--- src/mm_pkg.sv ---
// Shared constants, types and helpers for the matrix multiply block.
// Used by mm_store, mm_cell and matrix_multiply.
`default_nettype none

package mm_pkg;

    localparam int MAX_DIM      = 8;
    localparam int DIM_W        = 4;
    localparam int IDX_W        = 3;
    localparam int ADDR_W       = 6;
    localparam int CNT_W        = 7;
    localparam int ELEM_W       = 16;
    localparam int PROD_W       = 32;
    localparam int SUM_W        = 35;
    localparam int IN_TDATA_W   = 16;
    localparam int OUT_TDATA_W  = 48;
    localparam int DRAIN_CYCLES = MAX_DIM + 4;
    localparam int DRAIN_W      = 4;

    localparam logic [1:0] REG_ROWS_A    = 2'd0;
    localparam logic [1:0] REG_INNER_LEN = 2'd1;
    localparam logic [1:0] REG_COLS_B    = 2'd2;

    typedef struct packed {
        logic                     valid;
        logic                     first;
        logic [IDX_W-1:0]         tag;
        logic signed [ELEM_W-1:0] a;
        logic signed [ELEM_W-1:0] b;
    } mm_tok_t;

    function automatic logic [DIM_W-1:0] clamp_dim(input logic [DIM_W-1:0] v);
        logic [DIM_W-1:0] r;
        r = v;
        if (v == '0) begin
            r = DIM_W'(1);
        end else if (v > DIM_W'(MAX_DIM)) begin
            r = DIM_W'(MAX_DIM);
        end
        return r;
    endfunction

endpackage

`default_nettype wire

--- src/mm_cell.sv ---
// One accumulator cell of the product chain: passes operand items on, takes
// those tagged for its column, and shifts finished sums toward cell 0. Depends on mm_pkg.
`default_nettype none

module mm_cell (
    input  wire logic                            aclk,
    input  wire logic                            aresetn,
    input  wire logic [mm_pkg::IDX_W-1:0]        cell_idx,
    input  wire mm_pkg::mm_tok_t                 tok_in,
    output mm_pkg::mm_tok_t                      tok_out,
    input  wire logic                            unload,
    input  wire logic                            shift,
    input  wire logic signed [mm_pkg::SUM_W-1:0] sum_in,
    output logic signed [mm_pkg::SUM_W-1:0]      sum_out
);
    import mm_pkg::*;

    mm_tok_t                  tok_reg;
    logic signed [PROD_W-1:0] prod_reg;
    logic                     pv_reg;
    logic                     pf_reg;
    logic signed [SUM_W-1:0]  acc_reg;
    logic signed [SUM_W-1:0]  out_reg;
    logic signed [SUM_W-1:0]  prod_ext;
    logic                     hit;

    assign hit      = tok_reg.valid && (tok_reg.tag == cell_idx);
    assign prod_ext = SUM_W'(prod_reg);
    assign tok_out  = tok_reg;
    assign sum_out  = out_reg;

    always_ff @(posedge aclk) begin
        if (!aresetn) begin
            tok_reg.valid <= 1'b0;
            pv_reg        <= 1'b0;
        end else begin
            tok_reg <= tok_in;
            pv_reg  <= hit;
        end
    end

    always_ff @(posedge aclk) begin
        prod_reg <= $signed(tok_reg.a) * $signed(tok_reg.b);
        pf_reg   <= tok_reg.first;
        if (pv_reg) begin
            acc_reg <= pf_reg ? prod_ext : acc_reg + prod_ext;
        end
        if (unload) begin
            out_reg <= acc_reg;
        end else if (shift) begin
            out_reg <= sum_in;
        end
    end

endmodule

`default_nettype wire

--- config.mk ---
export PLATFORM = sky130hd
export DESIGN_NAME = mm_cell
export DESIGN_NICKNAME = d
export VERILOG_FILES = /design/src/mm_pkg.sv /design/src/mm_cell.sv
export SDC_FILE = /design/constraint.sdc
export NUM_CORES = 1
export LEC_CHECK = 0
export BUFFER_PORTS_ARGS = -buffer_cell sky130_fd_sc_hd__buf_2
export CAP_MARGIN = 20
export CELL_PAD_IN_SITES_DETAIL_PLACEMENT = 1
export CELL_PAD_IN_SITES_GLOBAL_PLACEMENT = 1
export CORE_ASPECT_RATIO = 1.5
export CORE_MARGIN = 2
export CORE_UTILIZATION = 50
export CTS_BUF_LIST = sky130_fd_sc_hd__clkbuf_8
export DETAILED_ROUTE_END_ITERATION = 8
export PLACE_DENSITY = 0.89
export SYNTH_ARGS = -nofsm -noshare
export SYNTH_HDL_FRONTEND = slang
export SYNTH_SLANG_ARGS = --single-unit
--- constraint.sdc ---
create_clock -name aclk -period 7.7 [get_ports aclk]
set_clock_uncertainty 0.2 [all_clocks]
set_input_delay 2.31 -clock aclk [delete_from_list [all_inputs] [get_ports aclk]]
set_output_delay 2.31 -clock aclk [all_outputs]
set_load 0.01 [all_outputs]
# Yosys cells after proc, flatten, opt, wreduce, memory -nomap -nowiden
# Index checks and enable logic that the tools add are counted.
dict set report totals {
  register_bits 141
  latch_bits 0
  ram_bits 0
  romBits 0
  output_inout_bits 72
  n_memories 0
}
dict set report classes {
  add_sub_neg 1
  multipliers 1
  div_mod_pow 0
  n_lt_le_gt_ge 0
  eq_ne 1
  n_shift 0
  muxes 3
  bitwise_logic 0
  reduce_logical 2
}
# op count
set ops {}
lappend ops {{2-to-1 mux 35 bit} 3}
lappend ops {{adder 35 x 32 -> 35 bit} 1}
lappend ops {{multiplier 16 x 16 -> 32 bit} 1}
lappend ops {{== test 3 bit} 1}
lappend ops {{nonzero test 2 bit} 1}
lappend ops {{logical AND 1 bit} 1}

# Longest topological paths before layout
dict set report depth {
  depth_word 2
  ltp_mapped 26
}

# Worst setup path before layout
# Ideal clock, no wire load.
dict set report synth_timing {
  kind {flip-flop to flip-flop}
  from {reg tok_reg (netlist bit tok_out[27])}
  to {reg prod_reg[31]}
  arrival_time_ns 5.970
  required_ns 7.428
  setup_slack_ns 1.458
  stages_incl_launch_ff 23
  synth_period_minus_slack_ns 6.242
  path_cell_list {edfxtp_1 clkbuf_1 nand2_1 fa_1 fa_1 inv_1 fa_1 inv_1 fa_1 fa_1 fa_1 inv_1 ha_1 a21oi_1 nand2_1 a211o_1 nand3_1 a311o_1 o21ai_1 o41ai_2 o21ai_0 a211oi_1 xnor2_1}
}
dict set report synth_between {
  elab_chain_len 1
}
# element line_no
set synth_lines {}
lappend synth_lines {{start: declaration} mm_cell.sv:18} ;# mm_tok_t tok_reg;
lappend synth_lines {{start signal: assignment} mm_cell.sv:37} ;# tok_reg <= tok_in;
lappend synth_lines {{multiplier 16 x 16 -> 32 bit} mm_cell.sv:43} ;# prod_reg <= $signed(tok_reg.a) * $signed(tok_reg.b);
lappend synth_lines {{end signal: assignment} mm_cell.sv:43}
lappend synth_lines {{end: declaration} mm_cell.sv:19} ;# logic signed [PROD_W-1:0] prod_reg;
# Every way passes these cells.
# A chain may end at the register's enable or synchronous reset.

# Worst setup path after layout
dict set report layout_timing {
  from {reg tok_reg (netlist bit tok_out[7])}
  to {reg prod_reg[29]}
}
# The elaborated chain is that of the path after synthesis.

==> out/summary.txt <==
Root Driver: clkbuf_8
max-cap violation count: 0
f_max: 141 MHz
Critical Path Source: tok_out[7]$_DFFE_PP_
Core Area: 32400 um2
GRT Resource Usage Total: 0.278
Distinct cells, synth: 56
CP endpoint kind: register
min Tclk post-route: 7070 ps
final hold viol count: 0
initial drt markers: 459
worst-margin pin slew: 926 ps
Top FF cell, synth: edfxtp_1
setup total negative slack: 0 ps
clock slew at reported path FFs: 90 ps
number of gates resized after cts: 0
drt via density: 5.53
Largest register FFs: 37
Synth top area share: 0.322
Seq/Total Area, Yosys: 0.237
register bit total from synthesis: 141
gpl congestion: 0.898
per-cell routed wire length: 20.5 um
synthesized area: 16400 um2
antenna violations before repair: 1
largest net degree at the start of global routing: 72
vias in the first global route: 14000
Die X: 152 um
Clock Tree Buf Depth: 2
Sink Count: 141
crit path to: prod_reg[29]$_DFF_P_
Worst R2R Path Depth: 21
Starting Density: 0.504
Post-CTS Setup Bufs: 0
antenna viol nets, final: 0
first-pass GRT wire length: 72300 um
most frequent cells in the layout: inv_1 (324), fa_1 (263), nand2_1 (175)
final critical-path share of the clock period: 0.918
Worst R2R Setup Slack: 630 ps
CP Max Fanout: 17
worst hold path type: reg2reg
endpoints failing setup: 0
die height: 226 um
outcome: completed
CTS H-tree lvls: 4
drt total wl: 44100 um
Synth Net Count: 2065
syn avg cell area: 10.2 um2
Worst path max stage delay: 850 ps
# DRC: 0
DR vias: 11900
I/O Pins: 151
leading cell type in the layout, fill and taps excluded: inv_1
EDFF count, synth: 106
Synth area leaders: fa_1 (32%), edfxtp_1 (19%), ha_1 (8.9%), inv_1 (7.4%), and2_1 (4.7%)
Req. time, crit path: 7880 ps
CTS tree: built
Skew-Pair Late Insertion Delay: 500 ps
Worst path slowest cell: edfxtp_1
TritonRoute pass-1 iters: 5
total CTS buffers: 17
die area: 34200 um2
IO buf count: 150
Layout Nets: 2187
reg2reg end: prod_reg[29]$_DFF_P_
leading area contributor after synthesis: fa_1
critical path type: reg2reg
RSZ-0062 raised after global routing: false
Overflow after GRT: 0
Gate Count Post-Synth: 1607
worst path cell trace: nand2_1, fa_1, inv_1, fa_1, inv_1, fa_1, inv_1, fa_1, fa_1, inv_1, fa_1, inv_1, ha_1, nand4_1, a21oi_1, nand3_1, a311o_1, o21ai_1, o41ai_2, o21ba_2, o311ai_0
Async S/R FF share, synth: 0
Fillers: 3663
post-cts hold buffer count: 0
row cnt: 81
Syn. warnings: 0
Final HPWL DP: 35800 um
RR Startpoint: tok_out[7]$_DFFE_PP_
nature of the critical path startpoint: register
pins over their slew limit: 0
Slew HR: 0.382
Critical Path AT: 7250 ps
CP dominant cell by count: fa_1
synthesis-to-finish area growth: 9.72%
fraction of layout cells with a size suffix above 1: 0.137
stage by stage:
stage | worst slack [ps] | cells | util | hold slack [ps] | cell area, um2
3_3_place_gp | 717 | 2125 | 0.539 | 165 | 17500
3_5_place_dp | 659 | 2125 | 0.539 | 182 | 17500
5_1_grt | 428 | 2158 | 0.553 | 206 | 17900
4_1_cts | 669 | 2157 | 0.553 | 200 | 17900
2_1_floorplan | 1460 | 1607 | - | 216 | 16400
6_report | 631 | 2158 | 0.553 | 205 | 17900
worst min path at each step:
stage | from | end | cells past startpoint | slack (ps)
global placement | tok_out[35]$_DFFE_PP_ | pf_reg$_DFF_P_ | 0 | 170
detailed placement | tok_out[35]$_DFFE_PP_ | pf_reg$_DFF_P_ | 0 | 180
floorplan | tok_out[35]$_DFFE_PP_ | pf_reg$_DFF_P_ | 0 | 220
global route | tok_out[35]$_DFFE_PP_ | pf_reg$_DFF_P_ | 0 | 210
CTS | tok_out[35]$_DFFE_PP_ | pf_reg$_DFF_P_ | 0 | 200
finish | tok_out[35]$_DFFE_PP_ | pf_reg$_DFF_P_ | 0 | 210
critical path, delay by kind of cell (launching register included):
| kind | cells | cell delay, ps |
|---|---|---|
| compound gates | 6 | 1560 |
| fa+ha+maj | 7 | 3490 |
| buf+inv | 5 | 260 |
| flops | 1 | 850 |
| simple gates | 3 | 600 |
area by class of cell:
type / count / area, um2 / area share
sequential: 141 / 3880 / 0.216
timing repair buffer: 154 / 781 / 0.0435
clock inverter: 15 / 244 / 0.0136
clock buffer: 17 / 234 / 0.0130
multi-input combinational: 1093 / 11100 / 0.617
antenna: 1 / 2.50 / 0.000139
inverter: 322 / 1210 / 0.0673
tap: 415 / 519 / 0.0289
layer usage:
metal  vias up  GRT usage  routed length [um]
met5         -          0                   0
met4         0      0.149                2350
met3       150     0.0411                1760
met2       360      0.514               24100
met1      6097      0.301               16000
li1       5320          -                   -
logic make-up (layout without fill, tap and decap cells):
kind of cell | after synthesis | count (layout) | share of synthesized area
AO/OA/AOI/OAI | 206 | 206 | 0.0832
XOR/XNOR | 61 | 61 | 0.0327
adder cells (fa/ha/maj) | 379 | 379 | 0.411
buffers and inverters | 373 | 508 | 0.0856
flip-flops | 141 | 141 | 0.237
multiplexers | 38 | 38 | 0.0260
other | 0 | 1 | 0
AND/OR/NAND/NOR | 409 | 409 | 0.125
cell usage after synthesis, types with 13 or more instances:
| cell type | count |
|---|---|
| inv_1 | 322 |
| and2_1 | 123 |
| a21oi_1 | 54 |
| nand2b_1 | 15 |
| o21a_1 | 14 |
| clkbuf_1 | 50 |
| nand2_1 | 175 |
| a21o_1 | 26 |
| dfxtp_1 | 35 |
| fa_1 | 263 |
| o21ai_0 | 54 |
| nand3_1 | 15 |
| mux2_2 | 36 |
| edfxtp_1 | 106 |
| xnor2_1 | 32 |
| xor2_1 | 29 |
| nor2_1 | 35 |
| ha_1 | 116 |
| nor3_1 | 13 |
Power is not shown: default switching activity piles up to over one toggle a cycle in this logic, so the estimate is an artifact.
